===== config.mk =====
export PLATFORM = sky130hd
export DESIGN_NAME = base64_stream_decoder
export DESIGN_NICKNAME = d
export VERILOG_FILES = /design/src/design/b64d_pkg.sv /design/src/design/b64d_front.sv /design/src/design/b64d_queue.sv /design/src/design/b64d_back.sv /design/src/design/base64_stream_decoder.sv
export SDC_FILE = /design/constraint.sdc
export NUM_CORES = 1
export LEC_CHECK = 0
export BUFFER_PORTS_ARGS = -buffer_cell sky130_fd_sc_hd__clkbuf_2
export CAP_MARGIN = 20
export CORE_MARGIN = 8
export CORE_UTILIZATION = 61
export CTS_CLUSTER_DIAMETER = 50
export CTS_CLUSTER_SIZE = 10
export DETAILED_ROUTE_END_ITERATION = 8
export HOLD_SLACK_MARGIN = 0.05
export PLACE_DENSITY = 0.88
export SLEW_MARGIN = 15
export SYNTH_ARGS = -nofsm -noshare
export SYNTH_HDL_FRONTEND = slang
export SYNTH_SLANG_ARGS = --single-unit
export TNS_END_PERCENT = 30

===== constraint.sdc =====
create_clock -name clk -period 5.24 [get_ports clk]
set_clock_uncertainty 0.05 [all_clocks]
set_input_delay 0.786 -clock clk [delete_from_list [all_inputs] [get_ports clk]]
set_output_delay 0.786 -clock clk [all_outputs]
set_load 0.005 [all_outputs]

===== src/design/b64d_pkg.sv =====
// b64d_pkg: shared types, constants and the character decode for the base64 stream decoder
// depends on nothing; used by every module of the block
`timescale 1ns / 1ps
`default_nettype none

package b64d_pkg;

  localparam int COUNT_WIDTH_DEF  = 24;
  localparam int QUEUE_DEPTH_DEF  = 4;
  localparam int MAX_LEN_W        = 24;
  localparam int GROUP_W          = 24;
  localparam logic [MAX_LEN_W-1:0] MAX_LENGTH_RST = MAX_LEN_W'(12 << 20);

  localparam logic [7:0] CHAR_PAD   = 8'h3D;  // '='
  localparam logic [7:0] CHAR_PLUS  = 8'h2B;  // '+'
  localparam logic [7:0] CHAR_SLASH = 8'h2F;  // '/'
  localparam logic [7:0] CHAR_UP_A  = 8'h41;
  localparam logic [7:0] CHAR_UP_Z  = 8'h5A;
  localparam logic [7:0] CHAR_LO_A  = 8'h61;
  localparam logic [7:0] CHAR_LO_Z  = 8'h7A;
  localparam logic [7:0] CHAR_D0    = 8'h30;
  localparam logic [7:0] CHAR_D9    = 8'h39;

  typedef enum logic [2:0] {
    ST_OK       = 3'd0,
    ST_INVALID  = 3'd1,
    ST_PADDING  = 3'd2,
    ST_LENGTH   = 3'd3,
    ST_TOO_LONG = 3'd4
  } status_t;

  // one unit of work for the back end: an error result or a decoded quad
  typedef struct packed {
    logic                is_err;
    status_t             status;
    logic [GROUP_W-1:0]  group;
    logic [1:0]          nbytes;
    logic                last;
  } job_t;

  // returns {valid, sextet}
  function automatic logic [6:0] sextet_of(input logic [7:0] c);
    logic [7:0] v;
    begin
      v = 8'd0;
      if (c inside {[CHAR_UP_A:CHAR_UP_Z]}) begin
        v = c - CHAR_UP_A;
        sextet_of = {1'b1, v[5:0]};
      end else if (c inside {[CHAR_LO_A:CHAR_LO_Z]}) begin
        v = c - CHAR_LO_A + 8'd26;
        sextet_of = {1'b1, v[5:0]};
      end else if (c inside {[CHAR_D0:CHAR_D9]}) begin
        v = c - CHAR_D0 + 8'd52;
        sextet_of = {1'b1, v[5:0]};
      end else if (c == CHAR_PLUS) begin
        sextet_of = {1'b1, 6'd62};
      end else if (c == CHAR_SLASH) begin
        sextet_of = {1'b1, 6'd63};
      end else begin
        sextet_of = {1'b0, 6'd0};
      end
    end
  endfunction

endpackage

`default_nettype wire


===== src/design/b64d_front.sv =====
// b64d_front: accepts characters, tracks the quad and stream state, classifies errors
// depends on b64d_pkg; pushes jobs into b64d_queue
`timescale 1ns / 1ps
`default_nettype none

module b64d_front #(
  parameter int COUNT_WIDTH = b64d_pkg::COUNT_WIDTH_DEF
) (
  input  wire logic                           clk,
  input  wire logic                           rst_n,
  input  wire logic                           in_accept,
  input  wire logic [7:0]                     in_code_char,
  input  wire logic                           in_stream_last,
  input  wire logic [b64d_pkg::MAX_LEN_W-1:0] max_length,
  output logic                                job_push,
  output b64d_pkg::job_t                      job
);

  localparam int CmpW = (COUNT_WIDTH + 1 > b64d_pkg::MAX_LEN_W) ?
                        COUNT_WIDTH + 1 : b64d_pkg::MAX_LEN_W;

  logic [b64d_pkg::GROUP_W-1:0] group_r, group_nxt;
  logic [1:0]                   qpos_r, qpos_nxt;
  logic [1:0]                   pad_r, pad_nxt;
  logic [COUNT_WIDTH-1:0]       count_r, count_nxt;
  logic                         disc_r, disc_nxt;

  logic [6:0] sx;
  logic       is_pad;
  logic       too_long;

  assign sx       = b64d_pkg::sextet_of(in_code_char);
  assign is_pad   = (in_code_char == b64d_pkg::CHAR_PAD);
  assign too_long = (&count_r) ||
                    ((CmpW'(count_r) + CmpW'(1)) > CmpW'(max_length));

  always_comb begin
    logic                         err;
    b64d_pkg::status_t            st;
    logic [b64d_pkg::GROUP_W-1:0] grp_new;
    logic [1:0]                   pad_new;

    err       = 1'b0;
    st        = b64d_pkg::ST_OK;
    grp_new   = group_r;
    pad_new   = pad_r;
    group_nxt = group_r;
    qpos_nxt  = qpos_r;
    pad_nxt   = pad_r;
    count_nxt = count_r;
    disc_nxt  = disc_r;
    job_push  = 1'b0;
    job       = '0;

    if (in_accept) begin
      if (disc_r) begin
        if (in_stream_last) begin
          disc_nxt = 1'b0;
        end
      end else if (too_long) begin
        err = 1'b1;
        st  = b64d_pkg::ST_TOO_LONG;
      end else begin
        count_nxt = count_r + COUNT_WIDTH'(1);
        if (is_pad) begin
          if (qpos_r < 2'd2) begin
            err = 1'b1;
            st  = b64d_pkg::ST_PADDING;
          end else begin
            pad_new = pad_r + 2'd1;
            grp_new = {group_r[b64d_pkg::GROUP_W-7:0], 6'd0};
          end
        end else if (pad_r != 2'd0) begin
          err = 1'b1;
          st  = b64d_pkg::ST_PADDING;
        end else if (!sx[6]) begin
          err = 1'b1;
          st  = b64d_pkg::ST_INVALID;
        end else begin
          grp_new = {group_r[b64d_pkg::GROUP_W-7:0], sx[5:0]};
        end

        if (!err) begin
          if (qpos_r != 2'd3) begin
            group_nxt = grp_new;
            pad_nxt   = pad_new;
            qpos_nxt  = qpos_r + 2'd1;
            if (in_stream_last) begin
              err = 1'b1;
              st  = b64d_pkg::ST_LENGTH;
            end
          end else if (pad_new != 2'd0 && !in_stream_last) begin
            err = 1'b1;
            st  = b64d_pkg::ST_PADDING;
          end else begin
            // quad complete: hand the group to the back end
            job_push   = 1'b1;
            job.group  = grp_new;
            job.nbytes = 2'd3 - pad_new;
            job.last   = in_stream_last;
            group_nxt  = '0;
            qpos_nxt   = 2'd0;
            pad_nxt    = 2'd0;
            if (in_stream_last) begin
              count_nxt = '0;
            end
          end
        end
      end

      if (err) begin
        group_nxt  = '0;
        qpos_nxt   = 2'd0;
        pad_nxt    = 2'd0;
        count_nxt  = '0;
        disc_nxt   = !in_stream_last;
        job_push   = 1'b1;
        job.is_err = 1'b1;
        job.status = st;
        job.nbytes = 2'd1;
        job.last   = 1'b1;
      end
    end
  end

  always_ff @(posedge clk) begin
    if (!rst_n) begin
      group_r <= '0;
      qpos_r  <= 2'd0;
      pad_r   <= 2'd0;
      count_r <= '0;
      disc_r  <= 1'b0;
    end else begin
      group_r <= group_nxt;
      qpos_r  <= qpos_nxt;
      pad_r   <= pad_nxt;
      count_r <= count_nxt;
      disc_r  <= disc_nxt;
    end
  end

  // while discarding, no partial quad is kept
  a_disc_clean: assert property (@(posedge clk) disable iff (!rst_n)
    disc_r |-> (qpos_r == 2'd0 && pad_r == 2'd0 && count_r == '0))
    else $error("front holds stream state while discarding");

endmodule

`default_nettype wire


===== src/design/b64d_queue.sv =====
// b64d_queue: short job queue between front and back end
// depends on b64d_pkg for the job type
`timescale 1ns / 1ps
`default_nettype none

module b64d_queue #(
  parameter int DEPTH = b64d_pkg::QUEUE_DEPTH_DEF
) (
  input  wire logic           clk,
  input  wire logic           rst_n,
  input  wire logic           push,
  input  b64d_pkg::job_t      wdata,
  output logic                full,
  input  wire logic           pop,
  output b64d_pkg::job_t      rdata,
  output logic                empty
);

  localparam int AW = (DEPTH > 1) ? $clog2(DEPTH) : 1;
  localparam int CW = $clog2(DEPTH + 1);

  b64d_pkg::job_t  slots_r [DEPTH];
  logic [AW-1:0]   wptr_r, wptr_nxt;
  logic [AW-1:0]   rptr_r, rptr_nxt;
  logic [CW-1:0]   cnt_r, cnt_nxt;
  logic            do_push, do_pop;

  assign full    = (cnt_r == CW'(DEPTH));
  assign empty   = (cnt_r == '0);
  assign do_push = push && !full;
  assign do_pop  = pop && !empty;
  assign rdata   = slots_r[rptr_r];

  always_comb begin
    wptr_nxt = wptr_r;
    rptr_nxt = rptr_r;
    cnt_nxt  = cnt_r;
    if (do_push) begin
      wptr_nxt = (wptr_r == AW'(DEPTH - 1)) ? '0 : wptr_r + AW'(1);
    end
    if (do_pop) begin
      rptr_nxt = (rptr_r == AW'(DEPTH - 1)) ? '0 : rptr_r + AW'(1);
    end
    if (do_push && !do_pop) begin
      cnt_nxt = cnt_r + CW'(1);
    end else if (do_pop && !do_push) begin
      cnt_nxt = cnt_r - CW'(1);
    end
  end

  always_ff @(posedge clk) begin
    if (!rst_n) begin
      wptr_r <= '0;
      rptr_r <= '0;
      cnt_r  <= '0;
    end else begin
      wptr_r <= wptr_nxt;
      rptr_r <= rptr_nxt;
      cnt_r  <= cnt_nxt;
    end
  end

  always_ff @(posedge clk) begin
    if (do_push) begin
      slots_r[wptr_r] <= wdata;
    end
  end

  a_no_overflow: assert property (@(posedge clk) disable iff (!rst_n)
    !(push && full))
    else $error("job pushed into a full queue");

  a_cnt_range: assert property (@(posedge clk) disable iff (!rst_n)
    cnt_r <= CW'(DEPTH))
    else $error("queue fill count out of range");

endmodule

`default_nettype wire


===== src/design/b64d_back.sv =====
// b64d_back: turns queued jobs into results, one per out_pop cycle
// depends on b64d_pkg; reads jobs from b64d_queue
`timescale 1ns / 1ps
`default_nettype none

module b64d_back (
  input  wire logic       clk,
  input  wire logic       rst_n,
  input  b64d_pkg::job_t  q_rdata,
  input  wire logic       q_empty,
  output logic            q_pop,
  output logic            out_empty,
  input  wire logic       out_pop,
  output logic [7:0]      out_data_byte,
  output logic            out_byte_valid,
  output logic [2:0]      out_status,
  output logic            out_run_last,
  output logic            out_stream_end
);

  b64d_pkg::job_t job_r, job_nxt;
  logic           cur_r, cur_nxt;
  logic [1:0]     idx_r, idx_nxt;
  logic           done;
  logic           advance;

  assign done    = (idx_r == job_r.nbytes - 2'd1);
  assign advance = !cur_r || (out_pop && done);
  assign q_pop   = advance && !q_empty;

  always_comb begin
    job_nxt = job_r;
    cur_nxt = cur_r;
    idx_nxt = idx_r;
    if (q_pop) begin
      job_nxt = q_rdata;
      cur_nxt = 1'b1;
      idx_nxt = 2'd0;
    end else if (advance) begin
      cur_nxt = 1'b0;
    end else if (out_pop) begin
      idx_nxt = idx_r + 2'd1;
    end
  end

  always_comb begin
    out_empty      = !cur_r;
    out_byte_valid = !job_r.is_err;
    out_status     = job_r.status;
    out_run_last   = done;
    out_stream_end = done && job_r.last;
    if (job_r.is_err) begin
      out_data_byte = 8'd0;
    end else begin
      case (idx_r)
        2'd0:    out_data_byte = job_r.group[23:16];
        2'd1:    out_data_byte = job_r.group[15:8];
        default: out_data_byte = job_r.group[7:0];
      endcase
    end
  end

  always_ff @(posedge clk) begin
    if (!rst_n) begin
      cur_r <= 1'b0;
      idx_r <= 2'd0;
    end else begin
      cur_r <= cur_nxt;
      idx_r <= idx_nxt;
    end
  end

  always_ff @(posedge clk) begin
    job_r <= job_nxt;
  end

  a_idx_range: assert property (@(posedge clk) disable iff (!rst_n)
    cur_r |-> (idx_r < job_r.nbytes && job_r.nbytes != 2'd0))
    else $error("result index beyond job length");

  a_refill: assert property (@(posedge clk) disable iff (!rst_n)
    (!cur_r && !q_empty) |=> cur_r)
    else $error("waiting job not loaded into output stage");

endmodule

`default_nettype wire


===== src/design/base64_stream_decoder.sv =====
// base64_stream_decoder: top level, streaming base64 decoder with error reporting
// depends on b64d_pkg, b64d_front, b64d_queue, b64d_back
`timescale 1ns / 1ps
`default_nettype none

// channel     direction  transfer when            payload
// in_*        input      in_push && !in_full      in_code_char, in_stream_last
// out_*       output     out_pop && !out_empty    out_data_byte, out_byte_valid,
//                                                 out_status, out_run_last, out_stream_end
// cfg_*       input      cfg_valid && cfg_ready   cfg_max_length
//
// one character is taken per cycle while in_full is low; a completed quad or an error
// becomes one job in the queue, and the back end gives out one result per cycle from its
// output stage while out_pop is high; a job goes from a queue slot into the output stage
// register; in_full follows the job queue only, so a stalled output side backs up after
// QUEUE_DEPTH jobs plus the one in the output stage
// reset (synchronous, active low) clears stream state and the queue and loads
// max_length with 12 << 20; cfg_ready is always high

module base64_stream_decoder #(
  parameter int COUNT_WIDTH = b64d_pkg::COUNT_WIDTH_DEF,
  parameter int QUEUE_DEPTH = b64d_pkg::QUEUE_DEPTH_DEF
) (
  input  wire logic                           clk,
  input  wire logic                           rst_n,
  // input characters
  input  wire logic                           in_push,
  output logic                                in_full,
  input  wire logic [7:0]                     in_code_char,
  input  wire logic                           in_stream_last,
  // results
  output logic                                out_empty,
  input  wire logic                           out_pop,
  output logic [7:0]                          out_data_byte,
  output logic                                out_byte_valid,
  output logic [2:0]                          out_status,
  output logic                                out_run_last,
  output logic                                out_stream_end,
  // configuration
  input  wire logic                           cfg_valid,
  output logic                                cfg_ready,
  input  wire logic [b64d_pkg::MAX_LEN_W-1:0] cfg_max_length
);

  logic [b64d_pkg::MAX_LEN_W-1:0] max_length_r, max_length_nxt;
  logic                           in_accept;
  logic                           job_push;
  b64d_pkg::job_t                 job_w;
  b64d_pkg::job_t                 q_rdata;
  logic                           q_full, q_empty, q_pop;

  // config register, to be written by the user only while the block is idle; not enforced here
  assign cfg_ready      = 1'b1;
  assign max_length_nxt = (cfg_valid && cfg_ready) ? cfg_max_length : max_length_r;

  always_ff @(posedge clk) begin
    if (!rst_n) begin
      max_length_r <= b64d_pkg::MAX_LENGTH_RST;
    end else begin
      max_length_r <= max_length_nxt;
    end
  end

  // input transfer: queue space is reserved for every character
  assign in_full   = q_full;
  assign in_accept = in_push && !q_full;

  b64d_front #(
    .COUNT_WIDTH (COUNT_WIDTH)
  ) u_front (
    .clk            (clk),
    .rst_n          (rst_n),
    .in_accept      (in_accept),
    .in_code_char   (in_code_char),
    .in_stream_last (in_stream_last),
    .max_length     (max_length_r),
    .job_push       (job_push),
    .job            (job_w)
  );

  b64d_queue #(
    .DEPTH (QUEUE_DEPTH)
  ) u_queue (
    .clk   (clk),
    .rst_n (rst_n),
    .push  (job_push),
    .wdata (job_w),
    .full  (q_full),
    .pop   (q_pop),
    .rdata (q_rdata),
    .empty (q_empty)
  );

  b64d_back u_back (
    .clk            (clk),
    .rst_n          (rst_n),
    .q_rdata        (q_rdata),
    .q_empty        (q_empty),
    .q_pop          (q_pop),
    .out_empty      (out_empty),
    .out_pop        (out_pop),
    .out_data_byte  (out_data_byte),
    .out_byte_valid (out_byte_valid),
    .out_status     (out_status),
    .out_run_last   (out_run_last),
    .out_stream_end (out_stream_end)
  );

endmodule

`default_nettype wire

==> flow_summary.yaml <==
run_status:
  status: "finished clean"
synthesis:
  synth.ff_latch_count: 236
  yosys_warnings: 0
  ys_types: 76
  synth.net_count: 955
  syn_inst: 873
  synth_edf_count: 155
  async_flop_share_pct: 0
  synth.avg_cell_area_sq_um: 12.5
  ys.flop_type: "edfxtp_1"
  yosysSeqAreaShare_pct: 57.6
  syn_area_sq_um: 10900
clocking:
  cts_buffers: 28
  cts_tree: "done"
  htreeDepth: 1
  cts_setup_buffers: 0
  clkSlewWorstSetupHoldPaths_ps: 60
  cts_root_buf: "clkbuf_16"
  cts_resized: 0
  clk_path_buf_depth: 3
  ctsHoldBuffers: 0
  clk-insertion-delay-late_ps: 540
  cts_sinks: 236
sta:
  period_share_pct: 95.3
  setup_viol: 0
  worstMarginPinSlew_ps: 893
  final-hold-violation-count: 0
  period_needed_ps: 4990
  rsz0062_at_grt: "no"
  slew_violations: 0
  fmax_mhz: 200
  slew_headroom_pct: 40.4
  setup_tns_ps: 0
job:
  max_cap_viol_count: 0
detailed_routing:
  drc: 0
  vias: 7155
  wl_per_cell_microns: 19.9
  first_iter_violations: 581
  drt_first_pass_iters: 5
  routed_wirelength_microns: 23400
  post_drt_via_cell_ratio: 6.07
  ant_nets: 0
grt:
  grtUsageTotal_pct: 21.4
  grt-ovfl-total: 0
  grt_pass1_wl_microns: 37700
  grt_max_degree: 53
  antenna_found_initial: 0
  grt_pass1_vias: 7227
min_path:
  min_path_type: "reg -> reg"
  hp-start: "u_front.count_r[14]"
  whs_path_depth: 2
  min_to: "u_front.count_r[14]"
setup_path:
  crit_path_end_kind: "flop"
  timing_worst_setup_path_type: "reg -> reg"
  required_ps: 5630
  rrSetupSlack_ps: 250
  r2r-start: "u_front.count_r[4]"
  r2r-end: "u_queue.cnt_r[2]"
  worst_r2r_path_depth: 20
  cp_max_fo: 8
  cp.arrival_ps: 5390
  startpoint_type: "flop"
placed_design:
  place.gp.congestion: 0.904
  dp_hpwl_microns: 15200
  io_buffers: 53
die:
  io_pins: 55
  rows: 49
  die_area_sq_um: 22400
  die_x_microns: 150
  fp.dieH_microns: 150
  initial_utilization_pct: 61.5
  core_area_sq_um: 17700
pwr:
  power_mw: 5.13
  peakVddDrop_uv: 381
  powerDensity_nw_per_um2: 420
  power.leakage_nw: 4.65
cells_and_area:
  mostFrequentLayoutCells: "155 x edfxtp_1, 79 x dfxtp_1, 73 x nand2_1"
  multiInputGateArea_sq_um: 4260
  final_layout_size_suffix_gt1_share_pct: 16.6
  antennaDiodeCount: 0
  area_delta_synth_final_pct: 12.0
  final_common_cell: "edfxtp_1"
  seq_area_sq_um: 6280
  n_fill_cell: 1206
  final_nets: 1011
==> state kept, by name, indices dropped and copies added, names as in the netlist <==
name	count
u_back.idx_r	2
u_back.job_r	28
max_length_r	24
u_back.cur_r	1
u_front.qpos_r	2
u_queue.slots_r	124
u_queue.cnt_r	3
u_queue.wptr_r	2
u_queue.rptr_r	2
u_front.pad_r	2
u_front.count_r	24
u_back.out_status	3
u_front.group_r	18
u_front.disc_r	1
==> power by group <==
part / internal [mW] / total, mW / switching, mW
logic: 0.430 / 0.957 / 0.527
clock network: 1.04 / 1.74 / 0.708
registers: 2.29 / 2.43 / 0.142
total: 3.75 / 5.13 / 1.38
==> metrics by stage <==
stage	hold WS [ps]	setup slack (ps)	utilization, %	cells	cell area [sq um]
floorplan	389	581	-	873	10900
CTS	413	67.3	68.8	1178	12200
global route	422	5.51	68.9	1178	12200
finish	423	248	68.9	1178	12200
global placement	403	453	64.2	1128	11400
detailed placement	411	227	64.2	1128	11400
==> cell type report <==
cell class	instances	area share (%)
sequential	236	51.5
multi-input combinational	548	34.9
clock buffer	48	6.61
timing repair buffer	69	3.16
tap	229	2.35
inverter	46	1.42
clock inverter	2	0.113
==> cell usage after synthesis, types with 3 or more instances <==
cell type,n,share of area [%]
and2_1,29,1.7
buf_2,4,0.18
inv_1,46,1.6
a21o_1,4,0.28
a211oi_1,5,0.34
a21boi_0,12,0.83
nor2_1,33,1.1
mux4_2,31,6.4
nand4_1,10,0.57
a22o_1,12,0.96
a21oi_1,37,1.7
xnor2_1,19,1.5
buf_4,4,0.28
dfxtp_1,81,15
xor2_1,8,0.64
a31oi_1,8,0.46
buf_1,7,0.24
edfxtp_1,155,43
a22oi_1,13,0.90
nand3_1,25,1.1
or2_2,5,0.29
nand2_1,73,2.5
nor2b_1,28,1.6
nand2b_1,19,1.1
ha_1,43,4.9
clkbuf_1,24,0.83
o21a_1,3,0.21
o211ai_1,8,0.55
mux2i_1,24,2.2
o21ai_0,36,1.7
or3_1,4,0.23
and3_1,7,0.40
==> worst max-delay path, cell delays in order (launching register included) <==
cell and delay, ps:
dfxtp_1 440, and4_1 290, nand4_1 130, nand2b_1 210, or3_1 430, nor2_2 190
nand3_1 110, xnor2_1 160, ha_1 300, nand3_1 110, nor4b_2 350, o211ai_1 160
o211ai_1 190, a21boi_4 140, a31oi_2 230, ha_1 210, inv_1 80, fa_1 410
xor2_1 180, or3_1 300, a21boi_0 230
==> metal layers <==
layer | share of wire (%) | wire length, microns | global-route usage [%]
met2 | 51 | 11800 | 37.4
met4 | 2.1 | 499 | 7.57
met1 | 40 | 9440 | 26.0
met5 | 0 | 0 | 0
met3 | 6.9 | 1620 | 3.99
==> worst max-delay path by stage <==
stage	from	endpoint	cells after the start
2_1_floorplan	u_front.count_r[4]	u_queue.cnt_r[2]	22
3_3_place_gp	u_front.count_r[4]	u_queue.cnt_r[2]	20
3_5_place_dp	u_front.count_r[4]	u_queue.cnt_r[2]	20
4_1_cts	u_front.count_r[4]	u_queue.cnt_r[2]	20
5_1_grt	u_front.count_r[4]	u_queue.cnt_r[2]	20
6_report	u_front.count_r[4]	u_queue.cnt_r[2]	20
==> logic make-up after synthesis <==
family | synth area share, %
AOI/OAI and AO/OA | 10.0
and+or+nand+nor | 12.8
muxes | 8.72
buffers and inverters | 3.50
xor gates and xnor gates | 2.17
other | 0.0344
adders and majority gates | 5.12
DFF | 57.6
No activity file was read; power rests on OpenSTA's default activity.
